[config.mk]
export PLATFORM = sky130hd
export DESIGN_NAME = weighted_sad_template_score
export DESIGN_NICKNAME = d
export VERILOG_FILES = /design/src/rtl/wsad_pkg.sv /design/src/rtl/weighted_sad_template_score.sv /design/src/rtl/wsad_diff.sv /design/src/rtl/wsad_accum.sv
export SDC_FILE = /design/constraint.sdc
export NUM_CORES = 1
export LEC_CHECK = 0
export ABC_AREA = 1
export BUFFER_PORTS_ARGS = -buffer_cell sky130_fd_sc_hd__buf_2
export CAP_MARGIN = 20
export CORE_MARGIN = 2
export CORE_UTILIZATION = 50
export CTS_CLUSTER_DIAMETER = 80
export DETAILED_ROUTE_END_ITERATION = 6
export GPL_ROUTABILITY_DRIVEN = 0
export PLACE_DENSITY = 0.69
export SLEW_MARGIN = 20
export SYNTH_ARGS = -nofsm -noshare
export SYNTH_HDL_FRONTEND = slang
export SYNTH_SLANG_ARGS = --single-unit
[constraint.sdc]
create_clock -name clk -period 10.4 [get_ports clk]
set_input_delay 0.52 -clock clk [delete_from_list [all_inputs] [get_ports clk]]
set_output_delay 0.52 -clock clk [all_outputs]
set_load 0.02 [all_outputs]
[src/rtl/wsad_pkg.sv]
// ----------------------------------------------------------------------------
// wsad_pkg
// Shared types and constants for the weighted SAD template scorer.
// ----------------------------------------------------------------------------
package wsad_pkg;

    localparam int COORD_W    = 16;
    localparam int TSIZE_W    = 9;
    localparam int OFFSET_W   = 8;
    localparam int RGB_W      = 24;
    localparam int CHAN_W     = 8;
    localparam int WEIGHT_W   = 17;
    localparam int FRAME_W    = 13;
    localparam int SCORE_W    = 26;
    localparam int DIFF_W     = 10;
    localparam int PROD_W     = DIFF_W + WEIGHT_W;
    localparam int CFG_IDX_W  = 1;

    // Template size is clamped to this before its center is taken
    localparam int MAX_TEMPLATE_DIM = 256;
    localparam int WEIGHT_FRAC_BITS = 16;

    localparam logic [DIFF_W-1:0]  OOB_PENALTY = DIFF_W'(255);
    localparam logic [SCORE_W-1:0] SCORE_MAX   = {SCORE_W{1'b1}};

    localparam logic [FRAME_W-1:0] FRAME_WIDTH_RST  = FRAME_W'(640);
    localparam logic [FRAME_W-1:0] FRAME_HEIGHT_RST = FRAME_W'(480);

    localparam logic [CFG_IDX_W-1:0] REG_FRAME_WIDTH  = 1'b0;
    localparam logic [CFG_IDX_W-1:0] REG_FRAME_HEIGHT = 1'b1;

    typedef struct packed {
        logic signed [COORD_W-1:0] place_x;
        logic signed [COORD_W-1:0] place_y;
        logic [TSIZE_W-1:0]        tmpl_width;
        logic [TSIZE_W-1:0]        tmpl_height;
        logic [OFFSET_W-1:0]       offset_x;
        logic [OFFSET_W-1:0]       offset_y;
        logic [RGB_W-1:0]          tmpl_rgb;
        logic [RGB_W-1:0]          frame_rgb;
        logic [WEIGHT_W-1:0]       weight;
        logic                      last;
    } pix_t;

    // Control of the addend stage
    typedef struct packed {
        logic valid;
        logic last;
    } stage_ctl_t;

endpackage

[src/rtl/weighted_sad_template_score.sv]
// ----------------------------------------------------------------------------
// weighted_sad_template_score
// Weighted sum of absolute RGB differences for one template placement.
//
//   channel | direction | handshake            | payload
//   --------+-----------+----------------------+------------------------------
//   in      | input     | in_valid / in_stall  | place_x .. last
//   out     | output    | out_valid / out_stall| score
//   cfg     | input     | cfg_valid / cfg_ready| cfg_index, cfg_data
//
// One pixel per cycle while in_stall is low: input register, addend register (bounds, SAD and the
// weight multiply), then the accumulator feeding the result register.
// A last pixel passes through the input and addend registers before its score is registered.
// rst_n clears the pipeline valids and the accumulator, and sets the frame size
// registers (640 x 480). cfg_ready is always high.
// A stalled score blocks only a last pixel in the addend stage and the stages behind it; non-last pixels keep flowing.
// ----------------------------------------------------------------------------
module weighted_sad_template_score #(
    parameter int WEIGHT_FRAC_BITS = wsad_pkg::WEIGHT_FRAC_BITS
) (
    input  logic                           clk,
    input  logic                           rst_n,

    input  logic                           in_valid,
    output logic                           in_stall,
    input  logic signed [wsad_pkg::COORD_W-1:0] place_x,
    input  logic signed [wsad_pkg::COORD_W-1:0] place_y,
    input  logic [wsad_pkg::TSIZE_W-1:0]   tmpl_width,
    input  logic [wsad_pkg::TSIZE_W-1:0]   tmpl_height,
    input  logic [wsad_pkg::OFFSET_W-1:0]  offset_x,
    input  logic [wsad_pkg::OFFSET_W-1:0]  offset_y,
    input  logic [wsad_pkg::RGB_W-1:0]     tmpl_rgb,
    input  logic [wsad_pkg::RGB_W-1:0]     frame_rgb,
    input  logic [wsad_pkg::WEIGHT_W-1:0]  weight,
    input  logic                           last,

    output logic                           out_valid,
    input  logic                           out_stall,
    output logic [wsad_pkg::SCORE_W-1:0]   score,

    input  logic                           cfg_valid,
    output logic                           cfg_ready,
    input  logic [wsad_pkg::CFG_IDX_W-1:0] cfg_index,
    input  logic [wsad_pkg::FRAME_W-1:0]   cfg_data
);

    localparam int ADD_W = wsad_pkg::PROD_W - WEIGHT_FRAC_BITS;

    logic [wsad_pkg::FRAME_W-1:0] frame_width_reg;
    logic [wsad_pkg::FRAME_W-1:0] frame_width_next;
    logic [wsad_pkg::FRAME_W-1:0] frame_height_reg;
    logic [wsad_pkg::FRAME_W-1:0] frame_height_next;

    logic           s1_valid_reg;
    logic           s1_valid_next;
    wsad_pkg::pix_t s1_pix_reg;
    wsad_pkg::pix_t in_pix;

    wsad_pkg::stage_ctl_t s2_ctl;
    logic [ADD_W-1:0]     s2_addend;
    logic                 s2_free;

    assign cfg_ready = 1'b1;

    always_comb
    begin
        frame_width_next  = frame_width_reg;
        frame_height_next = frame_height_reg;
        if (cfg_valid && cfg_ready)
        begin
            case (cfg_index)
                wsad_pkg::REG_FRAME_WIDTH:  frame_width_next  = cfg_data;
                wsad_pkg::REG_FRAME_HEIGHT: frame_height_next = cfg_data;
                default: ;
            endcase
        end
    end

    always_comb
    begin
        in_pix.place_x     = place_x;
        in_pix.place_y     = place_y;
        in_pix.tmpl_width  = tmpl_width;
        in_pix.tmpl_height = tmpl_height;
        in_pix.offset_x    = offset_x;
        in_pix.offset_y    = offset_y;
        in_pix.tmpl_rgb    = tmpl_rgb;
        in_pix.frame_rgb   = frame_rgb;
        in_pix.weight      = weight;
        in_pix.last        = last;

        in_stall      = s1_valid_reg && !s2_free;
        s1_valid_next = in_stall ? s1_valid_reg : in_valid;
    end

    always_ff @(posedge clk or negedge rst_n)
    begin
        if (!rst_n)
        begin
            frame_width_reg  <= wsad_pkg::FRAME_WIDTH_RST;
            frame_height_reg <= wsad_pkg::FRAME_HEIGHT_RST;
            s1_valid_reg     <= 1'b0;
        end
        else
        begin
            frame_width_reg  <= frame_width_next;
            frame_height_reg <= frame_height_next;
            s1_valid_reg     <= s1_valid_next;
        end
    end

    always_ff @(posedge clk)
    begin
        if (in_valid && !in_stall)
        begin
            s1_pix_reg <= in_pix;
        end
    end

    wsad_diff #(
        .WEIGHT_FRAC_BITS (WEIGHT_FRAC_BITS),
        .ADD_W            (ADD_W)
    ) u_diff (
        .clk          (clk),
        .rst_n        (rst_n),
        .pix_valid    (s1_valid_reg),
        .pix          (s1_pix_reg),
        .frame_width  (frame_width_reg),
        .frame_height (frame_height_reg),
        .stage_free   (s2_free),
        .ctl          (s2_ctl),
        .addend       (s2_addend)
    );

    wsad_accum #(
        .ADD_W (ADD_W)
    ) u_accum (
        .clk        (clk),
        .rst_n      (rst_n),
        .ctl        (s2_ctl),
        .addend     (s2_addend),
        .stage_free (s2_free),
        .out_valid  (out_valid),
        .out_stall  (out_stall),
        .score      (score)
    );

endmodule

[src/rtl/wsad_diff.sv]
// ----------------------------------------------------------------------------
// wsad_diff
// Maps a pixel into the frame, picks the RGB SAD or the out-of-bounds
// penalty, weights it, and registers the truncated addend.
// ----------------------------------------------------------------------------
module wsad_diff #(
    parameter int WEIGHT_FRAC_BITS = wsad_pkg::WEIGHT_FRAC_BITS,
    parameter int ADD_W            = wsad_pkg::PROD_W - WEIGHT_FRAC_BITS
) (
    input  logic                        clk,
    input  logic                        rst_n,
    input  logic                        pix_valid,
    input  wsad_pkg::pix_t              pix,
    input  logic [wsad_pkg::FRAME_W-1:0] frame_width,
    input  logic [wsad_pkg::FRAME_W-1:0] frame_height,
    input  logic                        stage_free,
    output wsad_pkg::stage_ctl_t        ctl,
    output logic [ADD_W-1:0]            addend
);

    localparam int FC_W = wsad_pkg::COORD_W + 1;

    wsad_pkg::stage_ctl_t ctl_reg;
    wsad_pkg::stage_ctl_t ctl_next;
    logic [ADD_W-1:0]     addend_reg;
    logic [ADD_W-1:0]     addend_next;

    logic [wsad_pkg::OFFSET_W-1:0] centre_x;
    logic [wsad_pkg::OFFSET_W-1:0] centre_y;
    logic signed [FC_W-1:0]        fx;
    logic signed [FC_W-1:0]        fy;
    logic                          oob;
    logic [wsad_pkg::CHAN_W-1:0]   ad_r;
    logic [wsad_pkg::CHAN_W-1:0]   ad_g;
    logic [wsad_pkg::CHAN_W-1:0]   ad_b;
    logic [wsad_pkg::DIFF_W-1:0]   diff;
    logic [wsad_pkg::PROD_W-1:0]   product;

    function automatic logic [wsad_pkg::CHAN_W-1:0] abs_diff(
        input logic [wsad_pkg::CHAN_W-1:0] a,
        input logic [wsad_pkg::CHAN_W-1:0] b
    );
        return (a > b) ? (a - b) : (b - a);
    endfunction

    function automatic logic [wsad_pkg::OFFSET_W-1:0] centre_of(
        input logic [wsad_pkg::TSIZE_W-1:0] size
    );
        if (32'(size) > 32'(wsad_pkg::MAX_TEMPLATE_DIM))
        begin
            return wsad_pkg::OFFSET_W'(wsad_pkg::MAX_TEMPLATE_DIM / 2);
        end
        return size[wsad_pkg::TSIZE_W-1:1];
    endfunction

    always_comb
    begin
        centre_x = centre_of(pix.tmpl_width);
        centre_y = centre_of(pix.tmpl_height);
        fx = FC_W'(pix.place_x) + $signed(FC_W'(pix.offset_x))
           - $signed(FC_W'(centre_x));
        fy = FC_W'(pix.place_y) + $signed(FC_W'(pix.offset_y))
           - $signed(FC_W'(centre_y));
        // Non-negative coordinates fit in the low 16 bits
        oob = fx[FC_W-1] || fy[FC_W-1]
           || (fx[FC_W-2:0] >= (FC_W-1)'(frame_width))
           || (fy[FC_W-2:0] >= (FC_W-1)'(frame_height));

        ad_r = abs_diff(pix.frame_rgb[23:16], pix.tmpl_rgb[23:16]);
        ad_g = abs_diff(pix.frame_rgb[15:8],  pix.tmpl_rgb[15:8]);
        ad_b = abs_diff(pix.frame_rgb[7:0],   pix.tmpl_rgb[7:0]);
        diff = oob ? wsad_pkg::OOB_PENALTY
                   : wsad_pkg::DIFF_W'(ad_r) + wsad_pkg::DIFF_W'(ad_g)
                     + wsad_pkg::DIFF_W'(ad_b);

        product     = wsad_pkg::PROD_W'(diff) * wsad_pkg::PROD_W'(pix.weight);
        addend_next = product[wsad_pkg::PROD_W-1:WEIGHT_FRAC_BITS];

        ctl_next.valid = pix_valid;
        ctl_next.last  = pix.last;
    end

    always_ff @(posedge clk or negedge rst_n)
    begin
        if (!rst_n)
        begin
            ctl_reg <= '0;
        end
        else if (stage_free)
        begin
            ctl_reg <= ctl_next;
        end
    end

    always_ff @(posedge clk)
    begin
        if (stage_free && pix_valid)
        begin
            addend_reg <= addend_next;
        end
    end

    assign ctl    = ctl_reg;
    assign addend = addend_reg;

endmodule

[src/rtl/wsad_accum.sv]
// ----------------------------------------------------------------------------
// wsad_accum
// Saturating score accumulator and the result register.
// ----------------------------------------------------------------------------
module wsad_accum #(
    parameter int ADD_W = wsad_pkg::PROD_W - wsad_pkg::WEIGHT_FRAC_BITS
) (
    input  logic                         clk,
    input  logic                         rst_n,
    input  wsad_pkg::stage_ctl_t         ctl,
    input  logic [ADD_W-1:0]             addend,
    output logic                         stage_free,
    output logic                         out_valid,
    input  logic                         out_stall,
    output logic [wsad_pkg::SCORE_W-1:0] score
);

    localparam int SUM_W = wsad_pkg::SCORE_W + 1;

    logic [wsad_pkg::SCORE_W-1:0] running_reg;
    logic [wsad_pkg::SCORE_W-1:0] running_next;
    logic [wsad_pkg::SCORE_W-1:0] score_reg;
    logic [wsad_pkg::SCORE_W-1:0] score_next;
    logic                         out_valid_reg;
    logic                         out_valid_next;

    logic                         out_free;
    logic                         stage_go;
    logic [SUM_W-1:0]             sum;
    logic [wsad_pkg::SCORE_W-1:0] sum_sat;

    always_comb
    begin
        out_free = !out_valid_reg || !out_stall;
        // A non-last pixel only touches the accumulator, so it never waits
        stage_go   = ctl.valid && (!ctl.last || out_free);
        stage_free = !ctl.valid || stage_go;

        sum     = SUM_W'(running_reg) + SUM_W'(addend);
        sum_sat = sum[SUM_W-1] ? wsad_pkg::SCORE_MAX : sum[wsad_pkg::SCORE_W-1:0];

        running_next   = running_reg;
        score_next     = score_reg;
        out_valid_next = out_free ? 1'b0 : out_valid_reg;
        if (stage_go)
        begin
            if (ctl.last)
            begin
                running_next   = '0;
                score_next     = sum_sat;
                out_valid_next = 1'b1;
            end
            else
            begin
                running_next = sum_sat;
            end
        end
    end

    always_ff @(posedge clk or negedge rst_n)
    begin
        if (!rst_n)
        begin
            running_reg   <= '0;
            out_valid_reg <= 1'b0;
        end
        else
        begin
            running_reg   <= running_next;
            out_valid_reg <= out_valid_next;
        end
    end

    always_ff @(posedge clk)
    begin
        score_reg <= score_next;
    end

    assign out_valid = out_valid_reg;
    assign score     = score_reg;

endmodule

==> summary.txt <==
Clock tree
  – Clk root buf: clkbuf_16
  – Max clock buf depth: 3
  – CTS Hold Bufs: 0
  – Clk slew on worst S/H paths: 0.06 ns
  – CTS tree: yes
  – Clk sinks: around 230
  – Worst skew pair latency: between 0.5 and 0.6 ns
  – CTS Buf Count: 26
  – CTS H-tree depth: 1

Final layout
  – Final Util: 57.1%
  – Fin cells: roughly 2900
  – Most frequent cells in the layout: 558 x inv_1, 483 x nand2_1, 192 x ha_1, 178 x buf_2, 169 x edfxtp_1
  – Final instance area: 0.0215 sq mm
  – Area Growth Syn to Fin: 12.3%
  – Commonest non-fill, non-tap cell in the layout: inv_1
  – Fin nets: 2888
  – Max reg flops: 132
  – Share of layout cells above drive strength 1: 10.5%

Power and ir drop
  – VDD IR max: around 170 uV
  – Static Leakage: between 10 and 15 nW
  – Power after layout: just over 5 mW
  – PwrDens: between 200 and 250 mW/mm^2

Yosys
  – Synth Instances: 2231
  – Sequential fraction of the synthesis area: 33.9%
  – EDFF count, synth: 169
  – Netlist Area Pre-Place: approximately 0.019 sq mm
  – Asr flop ratio synth: around 25%
  – Number of synthesized register bits: 225
  – Synth warnings: 0
  – Count of cell types in the netlist: 50
  – Syn Area/Cell: 8.58 sq um
  – Top_reg_cell synth: edfxtp_1
  – Syn_nets: between 2000 and 3000

Critical path
  – FF-to-FF End: u_diff.addend[8]
  – CP Data Required Time: 10.70 ns
  – Reg2Reg Setup Slack: 0.79 ns
  – R2R cell count: about 50
  – Critical path class: flop to flop
  – Critical Path AT: 9.92 ns
  – CP max stage cell: fa_1
  – Startpoint Class: flop
  – Max incr delay on CP: 0.55 ns
  – Reg2Reg Launch Point: s1_pix_reg[34]
  – Crit path max fanout: 12
  – Crit end category: flop

Drt
  – Routed WL: 40300 um
  – Post-DRT Antenna Nets: 0
  – Vias: 14500
  – DRC violations left: 0
  – First DRT Iteration DRCs: 772
  – Via density: 4.94
  – Top Metal Used: met5
  – Met3 Routed Length: around 1900 um
  – Routed WL per cell: 13.7 um
  – WL met1: ~18000 um
  – DR pass1 iterations: 5
  – Routed length on met2: 18800 um

Job
  – Max-cap violations: 0

Global routing
  – Vias in the first global route: 15100
  – First-pass GRT wire length: 69000 um
  – Total congestion overflow: 0
  – Gr usage total: a little over a fifth
  – Initial antenna violation count: 2
  – Largest net degree at the start of global routing: between 70 and 80

Timing
  – Final setup fails: 0
  – Clock skew: about 0.018 ns
  – Max-slew violation count: 0
  – RSZ-0062 raised after global routing: false
  – TNS Setup: 0 ns
  – Max Fclk: 0.104 GHz
  – Worst rel slew slack: 37.0%
  – Tcrit/Tclk final: ~92%
  – Count of final hold-check violations: 0
  – Minimum clock period: between 9 and 10 ns
  – Worst Max-Slew Pin Slew: 0.944 ns

Floorplan
  – Starting Density: 50.8%
  – FP Rows: 71
  – Die height: 200 um
  – Top Ports: 180
  – Die Span X: 200 um
  – Die area: roughly 0.04 sq mm
  – Core area: 0.0377 sq mm

Place
  – HPWL after detailed placement: 32000 um
  – Port-buffer cells: about 180
  – DP Area: 0.0205 sq mm
  – Placed insts: 2885

Run status
  – Status: finished, final reports clean

Hold path
  – Hold Path Class: input port to asynchronous set/reset pin
-- what timing repair did --
item / CTS / global route
endpoints found under the setup margin: 0 / 3
buffers inserted: 0 / 0
resized for setup: 0 / 4
-- routing by layer --
metal	up-vias	global-route usage [%]
li1	7289	-
met2	347	36.5
met4	2	6.86
met3	96	2.90
met1	6756	27.8
met5	-	0
-- layout make-up --
| type | count | area, sq um |
|---|---|---|
| Fill cell | 3390 | 16200 |
| Multi-Input combinational cell | 1408 | 10400 |
| Sequential cell | 225 | 6480 |
| Inverter | 559 | 2100 |
| Timing Repair Buffer | 183 | 928 |
| Clock buffer | 32 | 683 |
| Tap cell | 511 | 639 |
| Clock inverter | 16 | 260 |
| Antenna cell | 1 | 2.50 |
-- report_power, final --
group	total [mW]	switching [mW]	internal (mW)
logic	2.82	1.76	1.07
clock network	1.00	0.380	0.620
registers	1.21	0.0629	1.15
total	5.04	2.20	2.84
-- worst max-delay path: cells and delay by family (launching register included) --
| kind | cells | cell delay [ns] |
|---|---|---|
| adders and majority gates | 10 | 4.22 |
| AOI/OAI and AO/OA | 10 | 1.77 |
| and+or+nand+nor | 17 | 1.75 |
| buffers and inverters | 9 | 0.75 |
| xor gates and xnor gates | 3 | 0.51 |
| DFF | 1 | 0.38 |
-- per-stage QoR --
step	hold slack (ns)	setup slack, ns
finish	0.118	0.787
global placement	0.459	1.03
CTS	0.104	0.708
detailed placement	0.448	0.720
global route	0.110	0.0115
floorplan	0.224	1.63
-- how the worst max path moves through the flow --
stage / start / to
final: s1_pix_reg[34] / u_diff.addend[8]
after detailed placement: s1_pix_reg[26] / u_diff.addend[4]
after global placement: s1_pix_reg[34] / u_diff.addend[4]
after floorplan: s1_pix_reg[26] / u_diff.addend[4]
after global routing: s1_pix_reg[34] / u_diff.addend[8]
after CTS: s1_pix_reg[26] / u_diff.addend[4]
-- cell families after synthesis --
logic type,synth area share [%]
simple gates,15.5
buf+inv,11.9
fa+ha+maj,27.4
compound gates,7.74
flops,33.9
xor+xnor,3.39
mux,0.261
other cells,0.0196
-- synth_stat cells (all sizes together), types with 6 or more instances --
master | count | share of area, %
nor4 | 8 | 0.34
a31oi | 10 | 0.33
o21ai | 102 | 2.7
buf | 11 | 0.35
a211oi | 9 | 0.35
edfxtp | 169 | 27
xnor2 | 18 | 0.82
o22ai | 6 | 0.20
xor2 | 56 | 2.6
o21bai | 8 | 0.33
nor3 | 19 | 0.50
nand4 | 9 | 0.29
a21o | 9 | 0.36
fa | 142 | 15
nand2 | 492 | 9.7
nor2 | 137 | 2.7
a21oi | 99 | 2.6
inv | 559 | 11
nand3 | 51 | 1.4
dfstp | 6 | 0.82
dfrtp | 50 | 6.5
ha | 192 | 13
clkbuf | 28 | 0.55
No activity file was read; power rests on OpenSTA's default activity.
